**config.mk**
```make
export PLATFORM = sky130hd
export DESIGN_NAME = dnsnd_ctrl
export DESIGN_NICKNAME = d
export VERILOG_FILES = /design/src/hw/rtl/dnsnd_pkg.sv /design/src/hw/rtl/dnsnd_ctrl.sv
export SDC_FILE = /design/constraint.sdc
export NUM_CORES = 1
export LEC_CHECK = 0
export BUFFER_PORTS_ARGS = -buffer_cell sky130_fd_sc_hd__buf_2
export CORE_ASPECT_RATIO = 0.7
export CORE_MARGIN = 2
export CORE_UTILIZATION = 35
export CTS_CLUSTER_DIAMETER = 120
export CTS_CLUSTER_SIZE = 28
export DETAILED_ROUTE_END_ITERATION = 8
export GPL_TIMING_DRIVEN = 0
export PLACE_DENSITY = 0.7
export SYNTH_ARGS = -nofsm -noshare
export SYNTH_HDL_FRONTEND = slang
export SYNTH_SLANG_ARGS = --single-unit
```
**constraint.sdc**
```tcl
create_clock -name clk -period 4.8 [get_ports clk]
set_input_delay 0.96 -clock clk [delete_from_list [all_inputs] [get_ports clk]]
set_output_delay 0.96 -clock clk [all_outputs]
set_load 0.005 [all_outputs]
```
**src/hw/rtl/dnsnd_pkg.sv**
```systemverilog
package dnsnd_pkg;

  // store and name bounds
  localparam int PACKET_BYTES   = 4096;
  localparam int MAX_NAME_BYTES = 256;
  localparam int ADDR_W         = $clog2(PACKET_BYTES);
  localparam int LIMIT_W        = ADDR_W + 1;
  // a 14-bit compression pointer may point anywhere, so the cursor spans it
  localparam int CURSOR_W       = (ADDR_W + 1 > 14) ? ADDR_W + 1 : 14;
  localparam int NAME_LEN_W     = $clog2(MAX_NAME_BYTES + 1);

  // input item actions
  localparam logic ACT_LOAD   = 1'b0;
  localparam logic ACT_DECODE = 1'b1;

  // wire-format byte classes
  localparam logic [7:0] LABEL_LIMIT  = 8'd64;
  localparam logic [7:0] POINTER_MARK = 8'd192;
  localparam logic [7:0] DOT_CHAR     = 8'h2E;

  // hop limit register
  localparam int          HOPS_W     = 5;
  localparam logic [4:0]  HOPS_RESET = 5'd8;

  // final status codes
  typedef enum logic [2:0] {
    ST_OK          = 3'd0,
    ST_UNSUPPORTED = 3'd1,
    ST_OFFSET      = 3'd2,
    ST_HOPS        = 3'd3,
    ST_TOO_LONG    = 3'd4
  } status_code_t;

  // which byte a push appends
  typedef enum logic [1:0] {
    PUSH_DATA = 2'd0,
    PUSH_DOT  = 2'd1,
    PUSH_ZERO = 2'd2
  } push_sel_t;

  // controller to datapath
  typedef struct packed {
    logic         write;
    logic         start;
    logic         fetch;
    logic         push;
    push_sel_t    push_sel;
    logic         load_label;
    logic         dec_label;
    logic         add_walk;
    logic         hop_inc;
    logic         load_ptr_high;
    logic         take_ptr;
    logic         finish;
    status_code_t fin_status;
  } dp_cmd_t;

  // datapath to controller
  typedef struct packed {
    logic       cur_oob;
    logic [7:0] rd_byte;
    logic       label_last;
    logic       hop_full;
    logic       name_full;
    logic       fill_full;
    logic       out_free;
  } dp_stat_t;

endpackage

```
**src/hw/rtl/dnsnd_ctrl.sv**
```systemverilog
module dnsnd_ctrl (
  input  logic                clk,
  input  logic                rst,
  input  logic                in_valid,
  output logic                in_stall,
  input  logic                action,
  input  dnsnd_pkg::dp_stat_t stat,
  output dnsnd_pkg::dp_cmd_t  cmd
);

  typedef enum logic [2:0] {
    S_IDLE,
    S_FETCH,
    S_PROC,
    S_DOT,
    S_FINISH
  } state_t;

  typedef enum logic [1:0] {
    PH_LABEL_START,
    PH_IN_LABEL,
    PH_POINTER_LOW
  } phase_t;

  state_t                  state, state_next;
  phase_t                  phase, phase_next;
  dnsnd_pkg::status_code_t end_status, end_status_next;
  logic                    push_wait;
  logic [7:0]              b;

  assign b        = stat.rd_byte;
  assign in_stall = state != S_IDLE;
  // a push that must send a full chunk waits for the output register
  assign push_wait = stat.fill_full && !stat.name_full && !stat.out_free;

  always_comb begin
    state_next      = state;
    phase_next      = phase;
    end_status_next = end_status;
    cmd             = '0;
    cmd.fin_status  = end_status;
    unique case (state)
      S_IDLE: begin
        if (in_valid) begin
          if (action == dnsnd_pkg::ACT_DECODE) begin
            cmd.start       = 1'b1;
            phase_next      = PH_LABEL_START;
            end_status_next = dnsnd_pkg::ST_OK;
            state_next      = S_FETCH;
          end else begin
            cmd.write = 1'b1;
          end
        end
      end
      S_FETCH: begin
        if (stat.cur_oob) begin
          end_status_next = dnsnd_pkg::ST_OFFSET;
          state_next      = S_FINISH;
        end else begin
          cmd.fetch  = 1'b1;
          state_next = S_PROC;
        end
      end
      S_PROC: begin
        unique case (phase)
          PH_LABEL_START: begin
            if (b < dnsnd_pkg::LABEL_LIMIT) begin
              if (b == 8'd0) begin
                // root label ends the name
                if (stat.name_full) begin
                  end_status_next = dnsnd_pkg::ST_TOO_LONG;
                  state_next      = S_FINISH;
                end else if (!push_wait) begin
                  cmd.push        = 1'b1;
                  cmd.push_sel    = dnsnd_pkg::PUSH_ZERO;
                  cmd.add_walk    = 1'b1;
                  end_status_next = dnsnd_pkg::ST_OK;
                  state_next      = S_FINISH;
                end
              end else begin
                cmd.add_walk   = 1'b1;
                cmd.load_label = 1'b1;
                phase_next     = PH_IN_LABEL;
                state_next     = S_FETCH;
              end
            end else if (b < dnsnd_pkg::POINTER_MARK) begin
              end_status_next = dnsnd_pkg::ST_UNSUPPORTED;
              state_next      = S_FINISH;
            end else if (stat.hop_full) begin
              end_status_next = dnsnd_pkg::ST_HOPS;
              state_next      = S_FINISH;
            end else begin
              cmd.hop_inc       = 1'b1;
              cmd.load_ptr_high = 1'b1;
              phase_next        = PH_POINTER_LOW;
              state_next        = S_FETCH;
            end
          end
          PH_IN_LABEL: begin
            if (stat.name_full) begin
              end_status_next = dnsnd_pkg::ST_TOO_LONG;
              state_next      = S_FINISH;
            end else if (!push_wait) begin
              cmd.push      = 1'b1;
              cmd.push_sel  = dnsnd_pkg::PUSH_DATA;
              cmd.dec_label = 1'b1;
              state_next    = stat.label_last ? S_DOT : S_FETCH;
            end
          end
          default: begin
            // low byte of a pointer
            cmd.take_ptr = 1'b1;
            phase_next   = PH_LABEL_START;
            state_next   = S_FETCH;
          end
        endcase
      end
      S_DOT: begin
        if (stat.name_full) begin
          end_status_next = dnsnd_pkg::ST_TOO_LONG;
          state_next      = S_FINISH;
        end else if (!push_wait) begin
          cmd.push     = 1'b1;
          cmd.push_sel = dnsnd_pkg::PUSH_DOT;
          phase_next   = PH_LABEL_START;
          state_next   = S_FETCH;
        end
      end
      S_FINISH: begin
        if (stat.out_free) begin
          cmd.finish = 1'b1;
          state_next = S_IDLE;
        end
      end
      default: begin
        state_next = S_IDLE;
      end
    endcase
  end

  always_ff @(posedge clk) begin
    if (rst) begin
      state      <= S_IDLE;
      phase      <= PH_LABEL_START;
      end_status <= dnsnd_pkg::ST_OK;
    end else begin
      state      <= state_next;
      phase      <= phase_next;
      end_status <= end_status_next;
    end
  end

`ifndef SYNTHESIS
  a_start_fetch: assert property (@(posedge clk) disable iff (rst)
    cmd.start |=> state == S_FETCH)
    else $error("decode start did not lead to a fetch");

  a_fetch_proc: assert property (@(posedge clk) disable iff (rst)
    cmd.fetch |=> (state == S_PROC) && $stable(phase))
    else $error("fetched byte not processed next");

  a_finish_idle: assert property (@(posedge clk) disable iff (rst)
    cmd.finish |=> !in_stall)
    else $error("input still held after final item");
`endif

endmodule

```
==> out/metrics.cfg <==
[synth]
ys.flop_type=dfxtp_1
syn_nets=137
synth_top_area_frac=0.187
synth-async-reset-ratio=0
yosysSeqAreaShare=0.187
netlist_top_cells_count=nor2_1 (13), inv_1 (12), dfxtp_1 (8), nand2_1 (6)
synth_top_cell_by_area=dfxtp_1
synthCells=116
yosysMostFrequentCell=nor2_1
yosysUniqueCellTypes=42
synth_area_leaders=dfxtp_1 (19%), nor2_1 (5.7%), inv_1 (5.3%)
avgSynthCellArea_sq_um=7.38
ys_ff_latch=8
synth_edf_count=0
yosysWarningCount=0
syn_area_sq_um=856

[critical_path]
start_kind=input port
arrival_ns=2.54
rrSetupSlack_ns=2.72
cp.required_ns=3.84
endpoint_kind=output pin
crit_type=in2out
cp_max_fo=3

[finish]
n_fill_cell=254
final_cell_area_sq_um=1080
syn2layout_area_growth_pct=26.0
antennaDiodeCount=0
drive_gt1_frac=0.285
nNetsFinal=174

[route]
ant_nets=0
drt-total-wl_microns=2600
vias_per_cell=5.66
vias=1036
drt_iter0_markers=64
drtPass1Iterations=4
wl_per_cell_microns=14.2
drc=0

[timing]
setup-tns-final_ns=0
clock_skew_ns=0.00160
fin_crit_sh=0.730
finalMaxSlewViolations=0
slew_headroom=0.393
grt_setup_unrepaired=false
min_period_ns=3.50
fmax_mhz=285
hold_viol=0
setup_violations=0
worst_pin_slew_ns=0.908

[clock_tree]
cts_buffers=3
clockBufferDepth=2
worstSkewPairLatency_ns=0.25
cts_tree=built
path_clk_slew_ns=0.05
post-cts-setup-buffers=0
postCtsResizedCells=0
cts_max_level=1
clock-root-buffer=clkbuf_4
cts_num_sinks=8
hold_buffers=0

[placed_design]
place_congestion=0.885
hpwl_microns=2120
placed_area_sq_um=1060
portBuffers=32

[min_path]
min_path_type=reg2reg

[global_route]
antenna_found_initial=0
grt_max_degree=11
grt_pass1_vias=937
grt.overflow.total=0
grt_usage=0.193
grt_pass1_wl_microns=4230

[floorplanning]
dieWidth_microns=63.1
dieArea_sq_um=2860
start_util=0.385
ios=35
floorplan.core_area_sq_um=2220
die_h_microns=45.4
row_count=14

[run]
maxCapViolations=0

[status]
status=complete, no violations

[power_and_ir_drop]
vdd_ir_drop_max_v=0.000145
p_per_area_nw_per_um2=156
p_leak_uw=0.000463

==> cell usage in the layout, fill, tap and decap left out, drive strengths merged, types with 3 or more instances in the layout <==
master,n
buf,35
nor2,13
inv,12
dfxtp,8
clkbuf,7
nand2,6
nor3,5
nor3b,5
a211oi,5
nand2b,4
a21oi,4
a21o,3
nor4b,3
o21ai,3
o32ai,3
nand4,3
ha,3
==> cell families (layout without fill, tap and decap cells) <==
family | count (synthesis) | count (layout) | synth area share
simple gates | 53 | 53 | 0.360
buf+inv | 19 | 54 | 0.105
fa+ha+maj | 3 | 3 | 0.0439
compound gates | 31 | 31 | 0.281
flops | 8 | 8 | 0.187
mux | 2 | 2 | 0.0234
==> stage by stage <==
stage               hold slack, ns  cells  worst slack [ns]   util  power, uW
floorplan                    0.472    116              1.63      -       99.4
global placement             0.470    180              1.35  0.475        116
detailed placement           0.480    180              1.31  0.475        118
CTS                          0.484    183              1.30  0.485        171
global route                 0.503    183              1.07  0.485        180
finish                       0.482    183              1.30  0.485        168
==> layout make-up <==
| type | count | area, sq um | area share |
|---|---|---|---|
| tap | 32 | 40.0 | 0.0371 |
| timing repair buffer | 32 | 160 | 0.148 |
| inverter | 12 | 45.0 | 0.0418 |
| buffer | 7 | 45.0 | 0.0418 |
| sequential | 8 | 160 | 0.148 |
| clock buffer | 3 | 22.5 | 0.0209 |
| multi-input combinational | 89 | 606 | 0.561 |
==> worst paths after layout <==
kind / to / cells after the start / from
min reg2reg: end_status[1] / 2 / end_status[1]
max: cmd[11] / 8 / stat[11]
max reg2reg: phase[1] / 4 / state[1]
min: end_status[1] / 2 / end_status[1]
==> where the power goes <==
| part | switching [uW] | internal, uW | total (uW) |
|---|---|---|---|
| combinational | 26.4 | 20.1 | 46.5 |
| sequential | 1.96 | 68.6 | 70.5 |
| clock | 22.3 | 28.6 | 50.9 |
| total | 50.7 | 117 | 168 |
==> state kept, by name, indices dropped and copies added, names as in the netlist <==
signal and cells:
phase 2, state 3, end_status 3
==> critical path: stages <==
cell    delay [ns]
buf_2         0.11
inv_1         0.07
ha_1          0.16
or4b_1        0.49
nor4_1        0.38
inv_1         0.08
nor3_1        0.16
buf_2         0.14
==> per-layer routing <==
metal,track usage,share of wire,vias to the layer above
met4,0.0667,0.0092,0
li1,-,-,512
met2,0.326,0.43,45
met1,0.245,0.47,475
met3,0.0495,0.091,4
met5,0,0,-
(Power assumes the default switching activity.)
